## src/rtl/fmfw_pkg.sv

```systemverilog
// Package for the packed monochrome frame store writer.
// Shared constants, operation codes and status structs. No dependencies.
package fmfw_pkg;

    // Default panel geometry (long side, short side) in pixels.
    localparam int PANEL_LONG_DEF  = 400;
    localparam int PANEL_SHORT_DEF = 300;

    // Command queue depth between the front and back parts.
    localparam int QUEUE_DEPTH = 4;

    // Command bits that do not depend on the store size:
    // kind(2) + data(8) + bit number(3) + white(1) + oob(1) + read address(14).
    localparam int CMD_FIXED_W = 29;

    // Store contents after reset.
    localparam logic [7:0] STORE_RESET_VALUE = 8'hFF;

    // Configuration register indexes.
    localparam logic REG_LANDSCAPE = 1'b0;
    localparam logic REG_POLARITY  = 1'b1;

    // Request operation codes.
    typedef enum logic [1:0] {
        OP_SET  = 2'd0,
        OP_BLIT = 2'd1,
        OP_FILL = 2'd2,
        OP_READ = 2'd3
    } t_op;

    // Command kinds carried through the queue.
    typedef enum logic [1:0] {
        CMD_WRITE = 2'd0,
        CMD_FILL  = 2'd1,
        CMD_READ  = 2'd2
    } t_cmd_kind;

    // Back part sequencer states.
    typedef enum logic [1:0] {
        ST_RUN   = 2'b01,
        ST_SWEEP = 2'b10
    } t_back_state;

    typedef struct packed {
        logic full;
        logic empty;
    } t_q_status;

    typedef struct packed {
        logic clearing;
    } t_back_status;

endpackage

```

## src/rtl/fmfw_queue.sv

```systemverilog
// Short command queue between the front and back parts.
// Depends on fmfw_pkg for the status struct.
module fmfw_queue #(
    parameter int WIDTH = 8,
    parameter int DEPTH = fmfw_pkg::QUEUE_DEPTH
) (
    input  logic                i_clk,
    input  logic                i_rst_n,
    input  logic                i_push,
    input  logic [WIDTH-1:0]    i_data,
    input  logic                i_pop,
    output logic [WIDTH-1:0]    o_data,
    output fmfw_pkg::t_q_status o_status
);

    localparam int PW   = (DEPTH > 1) ? $clog2(DEPTH) : 1;
    localparam int CNTW = $clog2(DEPTH + 1);

    logic [WIDTH-1:0] r_slot [DEPTH];
    logic [PW-1:0]    r_wr_ptr, r_rd_ptr;
    logic [CNTW-1:0]  r_count;
    logic             do_push, do_pop;

    assign do_push = i_push && (r_count != CNTW'(DEPTH));
    assign do_pop  = i_pop && (r_count != '0);

    always_ff @(posedge i_clk) begin
        if (!i_rst_n) begin
            r_wr_ptr <= '0;
            r_rd_ptr <= '0;
            r_count  <= '0;
        end else begin
            if (do_push) begin
                r_wr_ptr <= (r_wr_ptr == PW'(DEPTH - 1)) ? '0 : r_wr_ptr + PW'(1);
            end
            if (do_pop) begin
                r_rd_ptr <= (r_rd_ptr == PW'(DEPTH - 1)) ? '0 : r_rd_ptr + PW'(1);
            end
            case ({do_push, do_pop})
                2'b10:   r_count <= r_count + CNTW'(1);
                2'b01:   r_count <= r_count - CNTW'(1);
                default: r_count <= r_count;
            endcase
        end
    end

    always_ff @(posedge i_clk) begin
        if (do_push) begin
            r_slot[r_wr_ptr] <= i_data;
        end
    end

    assign o_data         = r_slot[r_rd_ptr];
    assign o_status.full  = (r_count == CNTW'(DEPTH));
    assign o_status.empty = (r_count == '0);

endmodule

```

## config.mk

```make
export PLATFORM = sky130hd
export DESIGN_NAME = fmfw_queue
export DESIGN_NICKNAME = d
export VERILOG_FILES = /design/src/rtl/fmfw_pkg.sv /design/src/rtl/fmfw_queue.sv
export SDC_FILE = /design/constraint.sdc
export NUM_CORES = 1
export LEC_CHECK = 0
export BUFFER_PORTS_ARGS = -buffer_cell sky130_fd_sc_hd__buf_2
export CAP_MARGIN = 40
export CORE_UTILIZATION = 50
export CTS_CLUSTER_SIZE = 12
export DETAILED_ROUTE_END_ITERATION = 10
export PLACE_DENSITY = 0.73
export SKIP_CTS_REPAIR_TIMING = 1
export SLEW_MARGIN = 10
export SYNTH_ARGS = -nofsm -noshare
export SYNTH_HDL_FRONTEND = slang
export SYNTH_SLANG_ARGS = --single-unit
```

## constraint.sdc

```tcl
create_clock -name i_clk -period 2 [get_ports i_clk]
set_input_delay 0.5 -clock i_clk [delete_from_list [all_inputs] [get_ports i_clk]]
set_output_delay 0.5 -clock i_clk [all_outputs]
set_load 0.05 [all_outputs]
```

==> results of run 1 <==
synth_stat cells:
library cell,instances
nor2_1,2
nor3_1,1
nand2_1,7
o21ai_0,4
inv_1,7
and2_1,6
clkbuf_1,2
nand3_1,2
nor2b_1,1
buf_2,2
mux4_2,8
nor3b_2,1
xor2_1,1
edfxtp_1,32
mux2i_1,2
xnor2_1,1
or3_1,1
ha_1,6
fa_1,1
a21boi_0,1
dfxtp_1,9
o31ai_1,1
per-layer routing:
layer / global-route usage [%] / share of wire (%)
met4: 11.22 / 2.0
met3: 4.803 / 3.9
met1: 17.76 / 41
met2: 30.18 / 53
met5: 0 / 0
critical path, stage by stage (launching register included):
cell	delay [ns]
dfxtp_2	0.36
buf_12	0.14
mux4_2	0.51
buf_6	0.17
path summary, 6_finish.rpt:
| kind | start | to |
|---|---|---|
| max | flop | o_data[5] |
| min | i_data[6] | r_slot[3][6] |
| max reg2reg | r_count[0] | r_count[2] |
| min reg2reg | r_wr_ptr[1] | r_wr_ptr[1] |
flip-flops by register name, indices dropped and copies added, names as in the netlist, named ones only:
name,flops
r_rd_ptr,2
r_count,3
r_slot,32
r_wr_ptr,2
final cells by class:
type	instances	area, um2	share of cell area (%)
Clock inverter	3	12.51	0.6390
Timing Repair Buffer	24	190.2	9.712
Tap cell	44	55.05	2.811
Multi-Input combinational cell	46	485.5	24.79
Inverter	7	26.28	1.342
Clock buffer	5	37.54	1.917
Sequential cell	41	1151	58.79
stage by stage:
step / power [mW] / area (um2) / setup TNS (ns) / instances / util [%]
2_1_floorplan: 1.850 / 1673 / -0.4629 / 98 / -
3_3_place_gp: 2.023 / 1836 / 0 / 162 / 59.63
3_5_place_dp: 2.061 / 1836 / 0 / 162 / 59.63
4_1_cts: 2.433 / 1886 / -1.211 / 170 / 61.26
5_1_grt: 2.676 / 1958 / -0.5148 / 170 / 63.62
6_report: 2.541 / 1958 / -0.1017 / 170 / 63.62
report_power, final:
group	leakage [nW]	total [mW]	internal, mW	switching [mW]
clock	0.0300	0.377	0.127	0.250
sequential	0.370	1.13	1.05	0.0826
combinational	0.303	1.03	0.436	0.593
kinds of logic (layout without fill, tap and decap cells):
kind of cell / count (synthesis) / count (layout) / synth area share [%]
AOI/OAI and AO/OA: 6 / 6 / 2.131
buffers and inverters: 11 / 39 / 2.664
DFF: 41 / 41 / 69.41
adders and majority gates: 7 / 7 / 5.784
xor gates and xnor gates: 2 / 2 / 1.066
and+or+nand+nor: 21 / 21 / 6.774
muxes: 10 / 10 / 12.18
==> run summary, run 1 <==
gr ovfl total -> 0
filler instances -> 232
clk sinks -> 41
commonest non-fill, non-tap cell in the layout -> edfxtp_1
drt total wl -> 2.532 mm
CP Data Required Time -> 1.50 ns
Core ar. -> 0.003078 mm2
CP endpoint kind -> output port
dominant cell type by area after synthesis -> edfxtp_1
clk root buf -> clkbuf_4
syn nets -> 117
setup repair after global routing missed its margin -> yes
Final GP Congestion -> 0.6803
Post-DRT Antenna Nets -> 0
Hold WS -> 0.3678 ns
detailed placement HPWL -> 1.768 mm
Crit Path Max Fanout -> 8
first-pass GRT wire length -> 4.043 mm
clock-pin slew on the worst setup and hold paths -> 0.12 ns
DRT Pass-1 Iters -> 4
violation count after the first detailed-route iteration -> 14
share of cells above drive strength 1 -> 38.10%
fmax -> 495.4 MHz
worst-case clock skew -> 0.01143 ns
Worst-Skew Late Latency -> 0.34 ns
maximum vdd drop -> 0.0006516 V
Via-to-Cell Ratio -> 5.071
GR Util All Layers -> 17.17%
# diodes -> 0
critical path class -> reg2out
Die H -> 59.34 um
Final WS setup -> -0.01852 ns
PortBufs -> 21
Seq cells post-synth -> 41
WP data arrival -> 1.52 ns
pre-CTS setup slack -> 0.01501 ns
crit path launch type -> flop
Layout Nets -> 144
hold path cells -> 1
DRC viols -> 0
Max Cap Viol -> 0
post-synthesis sequential area ratio -> 69.41%
initial antenna violation count -> 0
Yosys warnings -> 0
Slew headroom -> 68.67%
Syn Area/Cell -> 16.78 um2
Yosys cell types -> 22
min Tclk post-route -> 2.019 ns
IO Pins -> 22
leading post-synthesis cells by cell area -> edfxtp_1, dfxtp_1, mux4_2
most frequent cells in the layout -> edfxtp_1, buf_2, mux4_2, buf_6, nand2_1
Initial Util -> 53.41%
routed vias -> 862
Tcrit/Tclk final -> 100.9%
CTS tree -> built
reg2reg setup slack -> 0.10 ns
Final Hold Viols -> 0
full die area -> 0.003521 mm2
# setup viols final -> 8
Hold Crit Class -> in2reg
Chip Width -> 59.34 um
Worst Reg-to-Reg Cells -> 9
vias in the first global route -> 880
CTS buffer count -> 5
Post-Syn Instances -> 98
clk buf depth -> 2
Pwr Density -> 1298 mW/mm2
synthesized area -> 0.001644 mm2
Synth-to-Final Area Change -> 19.10%
failing checks -> setup timing
largest net degree at the start of global routing -> 13
Max Slew Vio Count -> 0
status -> complete, but fails checks
area fraction of the dominant cell type after synthesis -> 58.45%
worst slew pin tran -> 0.4700 ns
Cell Rows -> 20
Avg WL per Cell -> 14.89 um
leakage -> 0.7029 nW
H-Tree Depth -> 2
No activity file was read; power rests on OpenSTA's default activity.
==> run 2: changes to the inputs <==
- CTS_CLUSTER_SIZE: 12 -> 40
- GPL_TIMING_DRIVEN: unset -> 0
- RECOVER_POWER: unset -> 25
==> run 2 against run 1 <==
The run still ends with setup timing left. Critical endpoint is now o_data[6]. Clock power shrank 5.6%. Clock skew shrank 0.0095 ns. Register-to-register slack lost 0.06 ns. Critical path type unchanged.
==> run summary, run 2 (same netlist as run 1, synthesis figures left out) <==
status -> complete, but fails checks
failing checks -> setup timing
violation count after the first detailed-route iteration -> 23
PortBufs -> 21
clock-pin slew on the worst setup and hold paths -> 0.10 ns
routed vias -> 885
Final WS setup -> -0.01731 ns
DRC viols -> 0
commonest non-fill, non-tap cell in the layout -> edfxtp_1
# setup viols final -> 2
CTS tree -> built
placed cells -> 163
Cell Rows -> 20
share of cells above drive strength 1 -> 35.43%
non-filler instance count after layout -> 171
area occupied by multi-input gates -> 501.7 um2
min Tclk post-route -> 2.017 ns
post-route cell area -> 0.001982 mm2
detailed placement HPWL -> 1.741 mm
worst-case clock skew -> 0.001900 ns
Max Slew Vio Count -> 0
Pwr Density -> 1288 mW/mm2
full die area -> 0.003521 mm2
Initial Util -> 53.41%
Final Core Density -> 64.39%
slowest stage delay, CP -> 0.53 ns
IO Pins -> 22
Final GP Congestion -> 0.6428
DRT Pass-1 Iters -> 4
Cell Chain, Critical Path -> buf_12 -> mux4_2 -> buf_8
Tcrit/Tclk final -> 100.9%
first-pass GRT wire length -> 3.939 mm
leakage -> 0.7012 nW
filler instances -> 226
crit path launch type -> flop
most frequent cells in the layout -> edfxtp_1, mux4_2, buf_2
fmax -> 495.7 MHz
biggest regs -> r_slot x32, r_count x3
gr ovfl total -> 0
Chip Width -> 59.34 um
setup repair after global routing missed its margin -> yes
GR Util All Layers -> 16.66%
maximum vdd drop -> 0.0005937 V
drt total wl -> 2.596 mm
H-Tree Depth -> 2
max reg flops -> 32
clk root buf -> clkbuf_4
worst slew pin tran -> 0.4468 ns
clk buf depth -> 2
most flop-heavy register -> r_slot
Avg WL per Cell -> 15.18 um
Via-to-Cell Ratio -> 5.175
Core ar. -> 0.003078 mm2
CTS buffer count -> 5
largest net degree at the start of global routing -> 12
Worst-Skew Late Latency -> 0.33 ns
Sequential Area -> 0.001155 mm2
Slowest-stage cell, CP -> mux4_2
Slew headroom -> 70.21%
Crit Path Max Fanout -> 8
CP endpoint kind -> output port
critical path class -> reg2out
CP Data Required Time -> 1.50 ns
Synth-to-Final Area Change -> 20.55%
# diodes -> 0
WP data arrival -> 1.52 ns
Final Hold Viols -> 0
Post-DP Area -> 0.001833 mm2
vias in the first global route -> 894
Post-DRT Antenna Nets -> 0
initial antenna violation count -> 0
Layout Nets -> 146
Hold Crit Class -> in2reg
Die H -> 59.34 um
clk sinks -> 41
Max Cap Viol -> 0
==> run 2: area by class of cell <==
| cell class | instances | area share [%] |
|---|---|---|
| well taps | 44 | 2.778 |
| inverters | 7 | 1.326 |
| repair buffers | 24 | 8.838 |
| flip-flops and latches | 41 | 58.27 |
| clock inverters | 1 | 0.1894 |
| plain buffers | 2 | 1.199 |
| clock buffers | 6 | 2.083 |
| multi-input cells | 46 | 25.32 |
==> run 2: where the power goes <==
part	switching (mW)	internal, mW
Clock	0.228	0.128
Sequential	0.0898	1.05
Combinational	0.602	0.452
Total	0.920	1.63
==> run 2: final timing paths <==
kind / end / slack, ns / depth (start not counted) / from
min reg2reg: r_wr_ptr[1] / 0.52 / 2 / r_wr_ptr[1]
max reg2reg: r_count[2] / 0.04 / 9 / r_count[1]
min: r_slot[3][3] / 0.38 / 1 / i_data[3]
max: o_data[6] / -0.02 / 3 / flop
==> run 2: critical path: cells and delay by family (launching register included) <==
kind / cells / cell delay [ns]
buffers and inverters: 2 / 0.30
flip-flops: 1 / 0.35
multiplexers: 1 / 0.53
==> run 2: metal layers <==
metal  track usage (%)  up-vias  share of wire [%]
li1                  -      421                  -
met2             28.73       22                 53
met4             7.143        0               0.96
met1             17.49      440                 41
met5                 0        -                  0
met3             7.424        2                4.6
==> run 2: per-stage QoR <==
| step | setup WS [ns] | total power [mW] | hold WS [ns] | setup TNS (ns) |
|---|---|---|---|---|
| 2_1_floorplan | -0.3067 | 1.850 | 0.4677 | -0.4629 |
| 3_3_place_gp | -0.07652 | 2.008 | 0.4832 | -0.07652 |
| 3_5_place_dp | -0.09514 | 2.040 | 0.5078 | -0.1454 |
| 4_1_cts | -0.2373 | 2.393 | 0.3704 | -1.946 |
| 5_1_grt | -0.07977 | 2.691 | 0.3612 | -0.5506 |
| 6_report | -0.01731 | 2.554 | 0.3837 | -0.02340 |
==> run 3: changes to the inputs <==
- RECOVER_POWER: 25 -> unset
==> run 3 against run 2 <==
The run still ends with setup timing left. Die area stayed put. Cell area is 0.32% higher. Hold slack worse by 0.00071 ns. Routed wire length rose by 0.19%. Clock power hardly changed. Setup slack worse by 0.0024 ns. Via count down 0.90%. Clock-buffer cell count unchanged. Critical endpoint unchanged.
==> run summary, run 3 (same netlist as run 1, synthesis figures left out) <==
non-filler instance count after layout -> 171
Sequential Area -> 0.001155 mm2
hold path cells -> 1
Synth-to-Final Area Change -> 20.93%
Tcrit/Tclk final -> 101.0%
Hold WS -> 0.3829 ns
Final WS setup -> -0.01975 ns
most frequent cells in the layout -> edfxtp_1, buf_2, mux4_2
full die area -> 0.003521 mm2
maximum vdd drop -> 0.0005939 V
slowest stage delay, CP -> 0.53 ns
detailed placement HPWL -> 1.741 mm
clock-pin slew on the worst setup and hold paths -> 0.10 ns
CTS buffer count -> 5
Post-DP Area -> 0.001833 mm2
PortBufs -> 21
CP endpoint kind -> output port
initial antenna violation count -> 0
Chip Width -> 59.34 um
hold-critical path endpoint -> r_slot[1][7]
reg2reg setup slack -> 0.04 ns
CTS tree -> built
post-route cell area -> 0.001988 mm2
Crit Path Max Fanout -> 8
fmax -> 495.1 MHz
worst slew pin tran -> 0.4581 ns
CP Data Required Time -> 1.50 ns
DRC viols -> 0
largest net degree at the start of global routing -> 12
Max Cap Viol -> 0
reg2reg start -> r_count[1]
Hold Crit Class -> in2reg
filler instances -> 226
Worst-Skew Late Latency -> 0.33 ns
Hold Crit Start -> i_data[7]
max reg flops -> 32
Cell Rows -> 20
Final Core Density -> 64.59%
min Tclk post-route -> 2.020 ns
gr ovfl total -> 0
IO Pins -> 22
# setup viols final -> 2
worst r2r dst -> r_count[2]
first-pass GRT wire length -> 3.939 mm
Final GP Congestion -> 0.6428
area occupied by multi-input gates -> 501.7 um2
most flop-heavy register -> r_slot
GR Util All Layers -> 16.66%
Avg WL per Cell -> 15.21 um
Max Slew Vio Count -> 0
Layout Nets -> 146
drt total wl -> 2.601 mm
Post-DRT Antenna Nets -> 0
Final Hold Viols -> 0
worst-case clock skew -> 0.002306 ns
leakage -> 0.7149 nW
vias in the first global route -> 894
clk buf depth -> 2
routed vias -> 877
DRT Pass-1 Iters -> 4
Via-to-Cell Ratio -> 5.129
clk root buf -> clkbuf_4
Cell Chain, Critical Path -> buf_12 -> mux4_2 -> buf_8
biggest regs -> r_slot x32, r_count x3
Initial Util -> 53.41%
commonest non-fill, non-tap cell in the layout -> edfxtp_1
placed cells -> 163
total power -> 2.557 mW
failing checks -> setup timing
critical path class -> reg2out
Die H -> 59.34 um
Worst Path Buf+Inv -> 2
# diodes -> 0
Slew headroom -> 69.46%
status -> complete, but fails checks
critical path's top delay family -> multiplexers
clk sinks -> 41
H-Tree Depth -> 2
violation count after the first detailed-route iteration -> 23
crit path launch type -> flop
Pwr Density -> 1286 mW/mm2
share of cells above drive strength 1 -> 39.37%
WP data arrival -> 1.52 ns
Worst Reg-to-Reg Cells -> 9
Core ar. -> 0.003078 mm2
Slowest-stage cell, CP -> mux4_2
setup repair after global routing missed its margin -> yes
-- run 3: cell types whose count changed in the layout (fill, tap and decap cells not counted), sizes merged --
cell / delta
clkbuf: -5
buf: +5
-- run 3: report_power, final --
group | leakage (nW) | internal, mW | total [mW] | switching [mW]
registers | 0.370 | 1.05 | 1.14 | 0.0900
clock network | 0.0258 | 0.128 | 0.357 | 0.229
logic | 0.319 | 0.453 | 1.06 | 0.603
-- run 3: stage by stage --
stage	TNS, ns	worst slack, ns
after floorplan	-0.4629	-0.3067
after global placement	-0.07652	-0.07652
after detailed placement	-0.1454	-0.09514
after CTS	-1.946	-0.2373
after global routing	-0.5506	-0.07977
final	-0.02806	-0.01975
-- run 3: cell type report --
cell class	count	area share, %
Timing Repair Buffer	24	9.125
Multi-Input combinational cell	46	25.24
Clock inverter	1	0.1888
Inverter	7	1.322
Sequential cell	41	58.09
Buffer	2	1.196
Clock buffer	6	2.077
Tap cell	44	2.769
-- run 3: layer usage --
layer / share of wire [%] / GRT usage [%] / vias to the layer above
met4: 0.96 / 7.143 / 0
li1: - / - / 419
met2: 53 / 28.73 / 22
met5: 0 / 0 / -
met3: 4.6 / 7.424 / 2
met1: 41 / 17.49 / 434
-- run 3: worst max path at each step --
stage                     from    endpoint  slack (ns)  cells after the start
floorplan           r_count[0]  r_count[2]       -0.31                     10
global route        r_count[2]  r_count[2]       -0.08                      9
detailed placement      i_push  r_count[2]        -0.1                     10
finish                    flop   o_data[6]       -0.02                      3
global placement        i_push  r_count[2]       -0.08                     10
CTS                       flop   o_data[1]       -0.24                      3
-- run 3: worst reg2reg max path: stages (launching register included) --
cell,delay (ns)
dfxtp_4,0.39
nor3b_4,0.25
nor2b_4,0.08
inv_2,0.07
ha_4,0.13
inv_2,0.04
fa_2,0.35
xor2_1,0.15
or3_1,0.30
a21boi_1,0.14
