<file path="src/rtl/fmfw_pkg.sv">
// Package for the packed monochrome frame store writer.
// Shared constants, operation codes and status structs. No dependencies.
package fmfw_pkg;

    // Default panel geometry (long side, short side) in pixels.
    localparam int PANEL_LONG_DEF  = 400;
    localparam int PANEL_SHORT_DEF = 300;

    // Command queue depth between the front and back parts.
    localparam int QUEUE_DEPTH = 4;

    // Command bits that do not depend on the store size:
    // kind(2) + data(8) + bit number(3) + white(1) + oob(1) + read address(14).
    localparam int CMD_FIXED_W = 29;

    // Store contents after reset.
    localparam logic [7:0] STORE_RESET_VALUE = 8'hFF;

    // Configuration register indexes.
    localparam logic REG_LANDSCAPE = 1'b0;
    localparam logic REG_POLARITY  = 1'b1;

    // Request operation codes.
    typedef enum logic [1:0] {
        OP_SET  = 2'd0,
        OP_BLIT = 2'd1,
        OP_FILL = 2'd2,
        OP_READ = 2'd3
    } t_op;

    // Command kinds carried through the queue.
    typedef enum logic [1:0] {
        CMD_WRITE = 2'd0,
        CMD_FILL  = 2'd1,
        CMD_READ  = 2'd2
    } t_cmd_kind;

    // Back part sequencer states.
    typedef enum logic [1:0] {
        ST_RUN   = 2'b01,
        ST_SWEEP = 2'b10
    } t_back_state;

    typedef struct packed {
        logic full;
        logic empty;
    } t_q_status;

    typedef struct packed {
        logic clearing;
    } t_back_status;

endpackage

</file>
<file path="src/rtl/fmfw_front.sv">
// Front part: classifies requests and maps pixel coordinates to a byte and bit.
// Depends on fmfw_pkg.
module fmfw_front #(
    parameter int PANEL_LONG  = fmfw_pkg::PANEL_LONG_DEF,
    parameter int PANEL_SHORT = fmfw_pkg::PANEL_SHORT_DEF
) (
    input  logic                                   i_valid,
    input  logic [1:0]                             i_operation,
    input  logic [8:0]                             i_pixel_x,
    input  logic [8:0]                             i_pixel_y,
    input  logic [7:0]                             i_data_value,
    input  logic [13:0]                            i_read_address,
    input  logic                                   i_landscape,
    input  logic                                   i_polarity,
    input  fmfw_pkg::t_q_status                    i_q_status,
    input  fmfw_pkg::t_back_status                 i_back_status,
    output logic                                   o_ready,
    output logic                                   o_push,
    output logic [fmfw_pkg::CMD_FIXED_W
                  + $clog2(PANEL_LONG * PANEL_SHORT / 8) - 1:0] o_cmd
);

    localparam int STORE_LEN = PANEL_LONG * PANEL_SHORT / 8;
    localparam int AW        = $clog2(STORE_LEN);
    localparam int MAX_P     = (PANEL_LONG > PANEL_SHORT) ? PANEL_LONG : PANEL_SHORT;
    localparam int CW        = ($clog2(MAX_P + 1) > 9) ? $clog2(MAX_P + 1) : 9;
    localparam int KQ        = PANEL_SHORT / 4;
    localparam int IW        = 9 + $clog2(KQ + 1);
    localparam int RW        = ((AW > 14) ? AW : 14) + 1;

    localparam logic [CW-1:0] LONG_C   = CW'(PANEL_LONG);
    localparam logic [CW-1:0] SHORT_C  = CW'(PANEL_SHORT);
    localparam logic [IW-1:0] K_C      = IW'(KQ);
    localparam logic [IW:0]   STORE_IC = (IW + 1)'(STORE_LEN);
    localparam logic [RW-1:0] STORE_RC = RW'(STORE_LEN);

    typedef struct packed {
        fmfw_pkg::t_cmd_kind kind;
        logic [AW-1:0]       addr;
        logic [7:0]          data;
        logic [2:0]          bitn;
        logic                white;
        logic                oob;
        logic [13:0]         raddr;
    } t_cmd;

    logic [CW-1:0] x_e, y_e, iy;
    logic [7:0]    mul_a;
    logic [IW-1:0] add_b, idx;
    logic [2:0]    bitn;
    logic          in_panel, idx_ok, keep, oob;
    logic [RW-1:0] ra;
    t_cmd          cmd;

    always_comb begin
        x_e = CW'(i_pixel_x);
        y_e = CW'(i_pixel_y);
        // inverted row for landscape; only meaningful when y is on the panel
        iy  = SHORT_C - CW'(1) - y_e;

        if (i_landscape) begin
            in_panel = (x_e < LONG_C) && (y_e < SHORT_C);
            mul_a    = i_pixel_x[8:1];
            add_b    = IW'(iy[CW-1:2]);
            bitn     = ~{iy[1:0], i_pixel_x[0]};
        end else begin
            in_panel = (x_e < SHORT_C) && (y_e < LONG_C);
            mul_a    = i_pixel_y[8:1];
            add_b    = IW'(i_pixel_x[8:2]);
            bitn     = ~{i_pixel_x[1:0], i_pixel_y[0]};
        end

        // tiles per row is short/4 in both layouts: one constant multiplier
        idx    = IW'(mul_a) * K_C + add_b;
        idx_ok = {1'b0, idx} < STORE_IC;

        ra  = RW'(i_read_address);
        oob = ra >= STORE_RC;

        cmd.kind  = fmfw_pkg::CMD_WRITE;
        cmd.addr  = AW'(idx);
        cmd.data  = i_data_value;
        cmd.bitn  = bitn;
        cmd.white = 1'b0;
        cmd.oob   = 1'b0;
        cmd.raddr = i_read_address;
        keep      = 1'b0;

        case (fmfw_pkg::t_op'(i_operation))
            fmfw_pkg::OP_SET: begin
                cmd.white = |i_data_value;
                keep      = in_panel && idx_ok;
            end
            fmfw_pkg::OP_BLIT: begin
                cmd.white = i_polarity ? i_data_value[0] : ~i_data_value[0];
                keep      = in_panel && idx_ok;
            end
            fmfw_pkg::OP_FILL: begin
                cmd.kind = fmfw_pkg::CMD_FILL;
                keep     = 1'b1;
            end
            fmfw_pkg::OP_READ: begin
                cmd.kind = fmfw_pkg::CMD_READ;
                cmd.oob  = oob;
                cmd.addr = oob ? '0 : AW'(i_read_address);
                keep     = 1'b1;
            end
            default: keep = 1'b0;
        endcase
    end

    assign o_ready = !i_q_status.full && !i_back_status.clearing;
    assign o_push  = i_valid && o_ready && keep;
    assign o_cmd   = cmd;

endmodule

</file>
<file path="config.mk">
export PLATFORM = sky130hd
export DESIGN_NAME = fmfw_front
export DESIGN_NICKNAME = d
export VERILOG_FILES = /design/src/rtl/fmfw_pkg.sv /design/src/rtl/fmfw_front.sv
export SDC_FILE = /design/constraint.sdc
export NUM_CORES = 1
export LEC_CHECK = 0
export ABC_AREA = 1
export BUFFER_PORTS_ARGS = -buffer_cell sky130_fd_sc_hd__buf_2
export CELL_PAD_IN_SITES_DETAIL_PLACEMENT = 1
export CELL_PAD_IN_SITES_GLOBAL_PLACEMENT = 1
export CORE_UTILIZATION = 35
export DETAILED_ROUTE_END_ITERATION = 8
export MAX_ROUTING_LAYER = met4
export PLACE_DENSITY_LB_ADDON = 0.05
export SLEW_MARGIN = 25
export SYNTH_ARGS = -nofsm -noshare
export SYNTH_HDL_FRONTEND = slang
export SYNTH_SLANG_ARGS = --single-unit
</file>
<file path="constraint.sdc">
create_clock -name vclk -period 4.9
set_input_delay 0.49 -clock vclk [all_inputs]
set_output_delay 0.49 -clock vclk [all_outputs]
set_load 0.01 [all_outputs]
</file>
==> key figures, run 1 <==
Outcome
  – Status: completed

Die
  – Die area: a little over 7000 sq um
  – Row count: 29
  – Core area: ~6500 sq um
  – IO Pins: 93
  – Die H: 85.24 microns
  – Die X-Extent: ~85 microns
  – Initial Util: 0.3713

Cells and area
  – Layout area overhead: 32.25%
  – Layout cells sized above 1: 0.3373
  – FFs & Latches: 0
  – CLK BUF: 0
  – FF/Latch Area: 0 sq um
  – Diode count: 0
  – Fill cells: 941
  – Nets: 613
  – Non-filler cells in the finished layout: between 500 and 600

STA
  – Hold Slack: 1179 ps
  – Slew Viols, Final: 0
  – Crit share post-route: 0.9540
  – Fmax: 0.2139 GHz
  – Final setup violation count: 0
  – Relative slew margins: 0.6881
  – Final hold vios: 0
  – Min cycle time layout: roughly 4700 ps
  – Least-Margin Pin Slew: roughly 470 ps

Drt
  – Initial DRC count: 41
  – First drt pass iteration count: 4
  – Routed WL: 7.343 mm
  – Via density per instance: approximately 4.9
  – DRC: 0
  – Post-route ant nets: 0
  – Wire per inst: 12.57 microns
  – Routed vias: between 2000 and 3000

Power and ir drop
  – Sequential Power Share: 0
  – PwrDens: roughly 450 nW/um^2
  – Peak supply drop: about 0.00032 V
  – Sw frac: 0.5592
  – Clk pwr share: 0
  – Lkg Pwr: about 2.0 nW
  – Psw: approximately 0.8 mW
  – Combinational Power Share: 1.000
  – Internal power: between 0.6 and 0.7 mW

Worst setup path
  – Arr. time, crit path: around 4200 ps
  – CP Launch Point: i_pixel_y[2]
  – CP Max Fanout: 4
  – Critical path type: in2out
  – Crit end category: primary output
  – Critical path endpoint: o_push
  – Startpoint types: input port
  – Critical path required time: 4410 ps

Logic synthesis
  – Post-Syn Nets: ~510
  – Cells after synthesis: between 400 and 500
  – Syn Std Cell Area: between 2000 and 2500 sq um
  – Share of the yosys chip area belonging to registers: 0
  – Post-synth cell types: 29
  – Syn_area_per_cell: 5.929 sq um
  – Warnings, synthesis: 0

Run
  – Max_cap viols: 0

Worst hold path
  – Worst min-delay path class: in2out

Global routing
  – Vias in the first global route: 2834
  – Total gr overflow: 0
  – First-pass GRT wire length: roughly 12 mm
  – Largest net degree at the start of global routing: 17
  – Total GRT Usage: 0.2106
  – Initial antenna violation count: 0

Place
  – Placed cell count: 583
  – Post-DP HPWL: roughly 6.5 mm
  – IO Port Bufs: 92
  – GP Congestion: approximately 0.87
synthesized netlist by cell type, drive strengths merged:
| cell | instances | area (sq um) |
|---|---|---|
| a31oi | 1 | 6.260 |
| nand2 | 118 | 460.4 |
| a21oi | 14 | 81.33 |
| fa | 14 | 280.3 |
| a31o | 1 | 8.760 |
| o31ai | 3 | 22.52 |
| nand4 | 10 | 62.56 |
| o21ai | 28 | 140.1 |
| buf | 25 | 178.9 |
| o22ai | 1 | 6.260 |
| nand3 | 23 | 120.1 |
| ha | 42 | 525.5 |
| clkbuf | 3 | 11.26 |
| mux2i | 1 | 10.01 |
| nor4 | 3 | 18.77 |
| xnor2 | 1 | 8.760 |
| inv | 94 | 352.8 |
| nor2 | 18 | 67.56 |
| a211oi | 1 | 7.510 |
| xor2 | 2 | 17.52 |
| o211ai | 2 | 15.01 |
| nor3 | 3 | 15.01 |
| nand3b | 1 | 7.510 |
timing repair:
action	in CTS	in global routing
buffers inserted	0	1
resized for setup	6	47
hold buffers	0	0
pin swaps	0	11
endpoints found under the setup margin	4	9
logic make-up after synthesis:
family                   Yosys count  synth area share
AND/OR/NAND/NOR                  176            0.3101
XOR/XNOR                           3           0.01084
buffers and inverters            122            0.2239
adder cells (fa/ha/maj)           56            0.3323
AO/OA/AOI/OAI                     51            0.1187
multiplexers                       1          0.004128
layout by cell type, fill, tap and decap left out, drive strengths merged, types with 2 or more instances in the layout:
master    n
nand3    23
nor4      3
o31ai     3
nand4    10
nand2   118
nor2     18
o21ai    28
nor3      3
ha       42
fa       14
xor2      2
a21oi    14
buf     126
inv      94
o211ai    2
per-layer routing:
metal / global-route usage / part of all wire / up-vias
met1: 0.2629 / 0.46 / 1332
met4: 0.001541 / 0 / 0
met3: 0.003891 / 0.025 / 0
met5: - / 0 / -
li1: - / - / 1463
met2: 0.4010 / 0.52 / 44
per-stage QoR:
| stage | worst slack [ps] | area [sq um] | util | setup TNS (ps) | power (mW) |
|---|---|---|---|---|---|
| floorplan | 210.6 | 2425 | - | 0 | 0.7877 |
| global placement | -71.71 | 3039 | 0.4653 | -80.29 | 1.240 |
| detailed placement | -172.2 | 3039 | 0.4653 | -343.7 | 1.274 |
| CTS | 26.68 | 3053 | 0.4674 | 0 | 1.282 |
| global route | -47.29 | 3207 | 0.4910 | -47.29 | 1.629 |
| finish | 225.6 | 3207 | 0.4910 | 0 | 1.447 |
power groups by stage:
| stage | Combinational (mW) | Clock, mW | Sequential [mW] |
|---|---|---|---|
| finish | 1.45 | 0 | 0 |
| detailed placement | 1.27 | 0 | 0 |
| global placement | 1.24 | 0 | 0 |
| global route | 1.63 | 0 | 0 |
| CTS | 1.28 | 0 | 0 |
| floorplan | 0.788 | 0 | 0 |
worst min path at each step:
stage                            to  slack [ps]            start  cells after the start
after global routing      o_cmd[26]        1190  i_data_value[7]                      2
final                     o_cmd[25]        1180  i_data_value[6]                      2
after global placement    o_cmd[26]        1180  i_data_value[7]                      2
after CTS                 o_cmd[25]        1180  i_data_value[6]                      2
after floorplan           o_cmd[41]        1030   i_operation[0]                      1
after detailed placement  o_cmd[26]        1180  i_data_value[7]                      2
final cells by class:
cell class	count	area, sq um	share of cell area
inverter	94	352.8	0.1100
multi-input combinational	287	2036	0.6348
tap	77	96.34	0.03004
timing repair buffer	126	721.9	0.2251
critical path, stage by stage:
cell     delay, ps
buf_2          130
ha_4           170
nor2_4         120
nor2_2          60
nor3_2         190
xor2_1         190
o21ai_2        100
fa_1           490
inv_1           50
ha_1           260
inv_1           50
fa_1           510
inv_2           40
ha_4           240
nand2_1         80
nand2_2         70
a21oi_2        170
nand2_2         80
nand2_1         70
nand2_2         70
a21oi_2        110
nand2_1         60
nand2_1         70
nand2_2         70
a21oi_2        110
buf_2          130
No activity file was read; power rests on OpenSTA's default activity.
==> inputs of run 2 (changes only) <==
--- a/config.mk
+++ b/config.mk
@@ -19 +19,2 @@
 export SYNTH_SLANG_ARGS = --single-unit
+export TNS_END_PERCENT = 5
==> constraint.sdc (replaced) <==
create_clock -name vclk -period 4.9
set_input_delay 0.245 -clock vclk [all_inputs]
set_output_delay 0.245 -clock vclk [all_outputs]
set_load 0.01 [all_outputs]
==> key figures, run 2 (synthesis results as in run 1) <==
Global routing
  – Most used routing layer in global routing: met2
  – Largest net degree at the start of global routing: 30
  – Total GRT Usage: 0.2043
  – Met1 usage: 0.2683
  – Vias in the first global route: approximately 2700
  – Global routing usage on met3: 0.001946
  – Initial antenna violation count: 0
  – First-pass GRT wire length: approximately 12 mm
  – Routing usage on met2: 0.3710
  – Total gr overflow: 0

Worst setup path
  – Slowest stage cell, crit path: fa_1
  – Arr. time, crit path: ~4300 ps
  – Crit end category: primary output
  – Max incr delay on CP: 530 ps
  – Top cell by count, worst path: inv_1
  – Critical path type: in2out
  – Critical path required time: approximately 4700 ps
  – Crit-path cells: clkbuf_4 -> o21ai_1 -> ha_1 -> inv_1 -> fa_1 -> inv_1 -> ha_1 -> inv_1 -> fa_1 -> inv_1 -> ha_1 -> inv_1 -> nand2_1 -> nand4_1 -> nand2_1 -> nand4_1 -> nand2_1 -> a21oi_1 -> nand2_1 -> a21oi_2 -> buf_2
  – Startpoint types: input port
  – CP Max Fanout: 29

Cells and area
  – Nets: roughly 580
  – Fill cells: around 960
  – Final core utilization: 0.4335
  – Commonest non-fill, non-tap cell in the layout: nand2_1
  – CLK BUF: 0
  – Multi-input logic area: 1882 sq um
  – Layout cells sized above 1: 0.2301
  – FFs & Latches: 0
  – Most frequent cells in the layout: nand2_1, inv_1, buf_2, ha_1, o21ai_0
  – Layout area overhead: 16.77%
  – FF/Latch Area: 0 sq um
  – Diode count: 0

STA
  – Min cycle time layout: around 4500 ps
  – RSZ-0062 raised after global routing: no
  – Relative slew margins: 0.6599
  – Fmax: 0.2216 GHz
  – Crit share post-route: 0.9209
  – Slew Viols, Final: 0
  – Fin Setup TNS: 0 ps
  – Least-Margin Pin Slew: 506.8 ps
  – Final hold vios: 0
  – Final setup violation count: 0

Die
  – Die H: ~85 microns
  – Die area: 7265 sq um
  – Row count: 29
  – IO Pins: 93
  – Die X-Extent: about 85 microns
  – Core area: between 6000 and 7000 sq um
  – Initial Util: 0.3713

Power and ir drop
  – Peak supply drop: 0.0002351 V
  – PwrDens: around 380 nW/um^2
  – Lkg Pwr: 1.813 nW

Drt
  – First drt pass iteration count: 4
  – Wire per inst: between 10 and 15 microns
  – DRC: 0
  – Initial DRC count: 37
  – Routed vias: about 2700
  – Via density per instance: between 4 and 5
  – Post-route ant nets: 0
  – Routed WL: about 6.9 mm

Run
  – Max_cap viols: 0

Place
  – GP Congestion: 0.8503
  – IO Port Bufs: 92
  – Post-DP HPWL: between 6 and 7 mm

Worst hold path
  – Worst min-delay path class: in2out
  – Worst hold path depth: 2

Clock tree
  – Setup Buffers After CTS: 0
  – PostCTS Resize Cnt: 0
  – Hold_buf cts: 0

Outcome
  – Status: completed
==> run 2: cell count changes in the layout (fill, tap and decap cells not counted), moves of 4 or more <==
cell	previous run	this run
inv_1	87	93
ha_4	6	0
o21ai_2	4	0
inv_2	7	1
o21ai_0	17	24
ha_1	36	42
nand2_2	14	7
buf_4	34	5
nor2_1	13	18
nand2_1	102	111
==> run 2: final timing paths <==
check            start        end  slack [ps]
max        i_landscape     o_push         390
min    i_data_value[7]  o_cmd[26]         690
==> run 2: layout make-up <==
| cell class | instances | share of cell area |
|---|---|---|
| Multi-Input combinational cell | 287 | 0.6646 |
| Timing Repair Buffer | 97 | 0.1768 |
| Tap cell | 77 | 0.03403 |
| Inverter | 94 | 0.1246 |
==> run 2: report_power, final <==
part	total [mW]	switching, mW	internal [mW]
Combinational	1.08	0.682	0.400
Clock	0	0	0
Sequential	0	0	0
Total	1.08	0.682	0.400
==> run 2: per-stage QoR <==
step                      total power [mW]  hold slack (ps)  area, sq um  worst slack [ps]  std cells
after CTS                            1.107            691.6         2829             140.0        555
final                                1.082            689.9         2831             387.5        555
after floorplan                     0.7877            537.5         2425             700.6        409
after global placement               1.071            687.6         2829             295.0        555
after detailed placement             1.100            691.1         2829             157.7        555
after global routing                 1.270            695.7         2831             35.74        555
==> run 2: critical path, delay by kind of cell <==
kind,cells,cell delay (ps)
adder cells (fa/ha/maj),5,1880
AO/OA/AOI/OAI,3,800
AND/OR/NAND/NOR,6,650
buffers and inverters,7,650
==> run 2: routing by layer <==
layer | up-vias | part of all wire
met4 | 0 | 0.0039
met2 | 48 | 0.49
met3 | 2 | 0.026
met1 | 1248 | 0.48
li1 | 1405 | -
met5 | - | 0
==> inputs of run 3 (changes only) <==
RECOVER_POWER = 50   (was unset)
==> key figures, run 3 (synthesis results as in run 1) <==
Outcome
  – Status: completed

STA
  – Min cycle time layout: 4513 ps
  – Fmax: between 0.2 and 0.25 GHz
  – RSZ-0062 raised after global routing: no
  – Relative slew margins: 0.6599
  – Final hold vios: 0
  – Fin Setup TNS: 0 ps
  – Final setup violation count: 0
  – Least-Margin Pin Slew: slightly above 500 ps
  – Hold Slack: 709.5 ps
  – Crit share post-route: 0.9209
  – Slew Viols, Final: 0
  – Setup ws final: between 300 and 400 ps

Drt
  – DRC: 0
  – First drt pass iteration count: 4
  – Wire per inst: approximately 12 microns
  – Routed vias: 2703
  – Routed WL: between 6 and 7 mm
  – Via density per instance: slightly below 5
  – Post-route ant nets: 0
  – Initial DRC count: 39

Global routing
  – Vias in the first global route: 2745
  – Total gr overflow: 0
  – Total GRT Usage: 0.2043
  – First-pass GRT wire length: 12.08 mm
  – Largest net degree at the start of global routing: 30
  – Initial antenna violation count: 0

Power and ir drop
  – PwrDens: just under 400 nW/um^2
  – Psw: about 0.68 mW
  – Sequential Power Share: 0
  – Peak supply drop: 0.0002344 V
  – Combinational Power Share: 1.000
  – Lkg Pwr: ~1.8 nW
  – Clk pwr share: 0
  – Sw frac: 0.6321
  – Internal power: between 0.3 and 0.4 mW

Cells and area
  – Most frequent cells in the layout: nand2_1, inv_1, buf_2, ha_1, o21ai_0
  – Nets: ~580
  – Commonest non-fill, non-tap cell in the layout: nand2_1
  – Diode count: 0
  – CLK BUF: 0
  – FF/Latch Area: 0 sq um
  – Layout area overhead: 15.63%
  – Layout cells sized above 1: 0.1841
  – FFs & Latches: 0
  – Non-filler cells in the finished layout: 555

Worst setup path
  – Critical path required time: approximately 4700 ps
  – Arr. time, crit path: between 4000 and 5000 ps
  – CP Max Fanout: 29
  – CP Launch Point: i_landscape
  – Crit end category: primary output
  – Startpoint types: input port
  – Critical path type: in2out
  – Critical path endpoint: o_push

Die
  – Die H: ~85 microns
  – Initial Util: 0.3713
  – Row count: 29
  – Die area: 7265 sq um
  – IO Pins: between 90 and 100
  – Core area: around 6500 sq um
  – Die X-Extent: about 85 microns

Clock tree
  – Hold_buf cts: 0

Place
  – Post-DP HPWL: between 6 and 7 mm
  – IO Port Bufs: 92
  – GP Congestion: 0.8503
  – Pre-CTS WS: approximately 160 ps
  – Placed cell count: roughly 560

Run
  – Max_cap viols: 0

Worst hold path
  – Worst min-delay path class: in2out
-- run 3: cell count changes in the layout (fill, tap and decap cells not counted) --
cell / change
buf_2: -22
clkbuf_1: +22
-- run 3: worst min path at each step --
| stage | startpoint | to | slack [ps] | cells after the start |
|---|---|---|---|---|
| 2_1_floorplan | i_operation[0] | o_cmd[41] | 540 | 1 |
| 3_3_place_gp | i_data_value[7] | o_cmd[26] | 690 | 2 |
| 3_5_place_dp | i_data_value[7] | o_cmd[26] | 690 | 2 |
| 4_1_cts | i_data_value[7] | o_cmd[26] | 690 | 2 |
| 5_1_grt | i_data_value[7] | o_cmd[26] | 710 | 2 |
| 6_report | i_data_value[7] | o_cmd[26] | 710 | 2 |
-- run 3: through the flow --
stage | power [mW] | util | cell area (sq um)
floorplan | 0.7877 | - | 2425
global placement | 1.071 | 0.4331 | 2829
detailed placement | 1.100 | 0.4331 | 2829
CTS | 1.107 | 0.4331 | 2829
global route | 1.268 | 0.4293 | 2804
finish | 1.080 | 0.4293 | 2804
-- run 3: power by group through the flow --
stage               Combinational [mW]  Sequential [mW]  Clock [mW]
floorplan                        0.788                0           0
global placement                  1.07                0           0
detailed placement                1.10                0           0
CTS                               1.11                0           0
global route                      1.27                0           0
finish                            1.08                0           0
-- run 3: repair_timing --
item / in CTS / in global routing
buffers inserted: 0 / 0
resized for setup: 0 / 5
endpoints found under the setup margin: 0 / 1
-- run 3: critical path: stages --
cell and delay [ps]:
clkbuf_4 240, o21ai_1 480, ha_1 250, inv_1 60, fa_1 500, inv_1 40, ha_1 260, inv_1 50
fa_1 530, inv_1 40, ha_1 340, inv_1 90, nand2_1 120, nand4_1 150, nand2_1 80, nand4_1 80
nand2_1 60, a21oi_1 190, nand2_1 160, a21oi_2 130, buf_2 130
-- run 3: cell type report --
class / instances / area, sq um
Fill cell: 966 / 3727
Multi-Input combinational cell: 287 / 1882
Timing Repair Buffer: 97 / 473.0
Inverter: 94 / 352.8
Tap cell: 77 / 96.34
-- run 3: layer usage --
metal,global-route usage,wire [microns],vias up
li1,-,-,1406
met3,0.001946,181,2
met2,0.3710,3345,48
met5,-,0,-
met1,0.2683,3354,1247
met4,0.007704,27,0
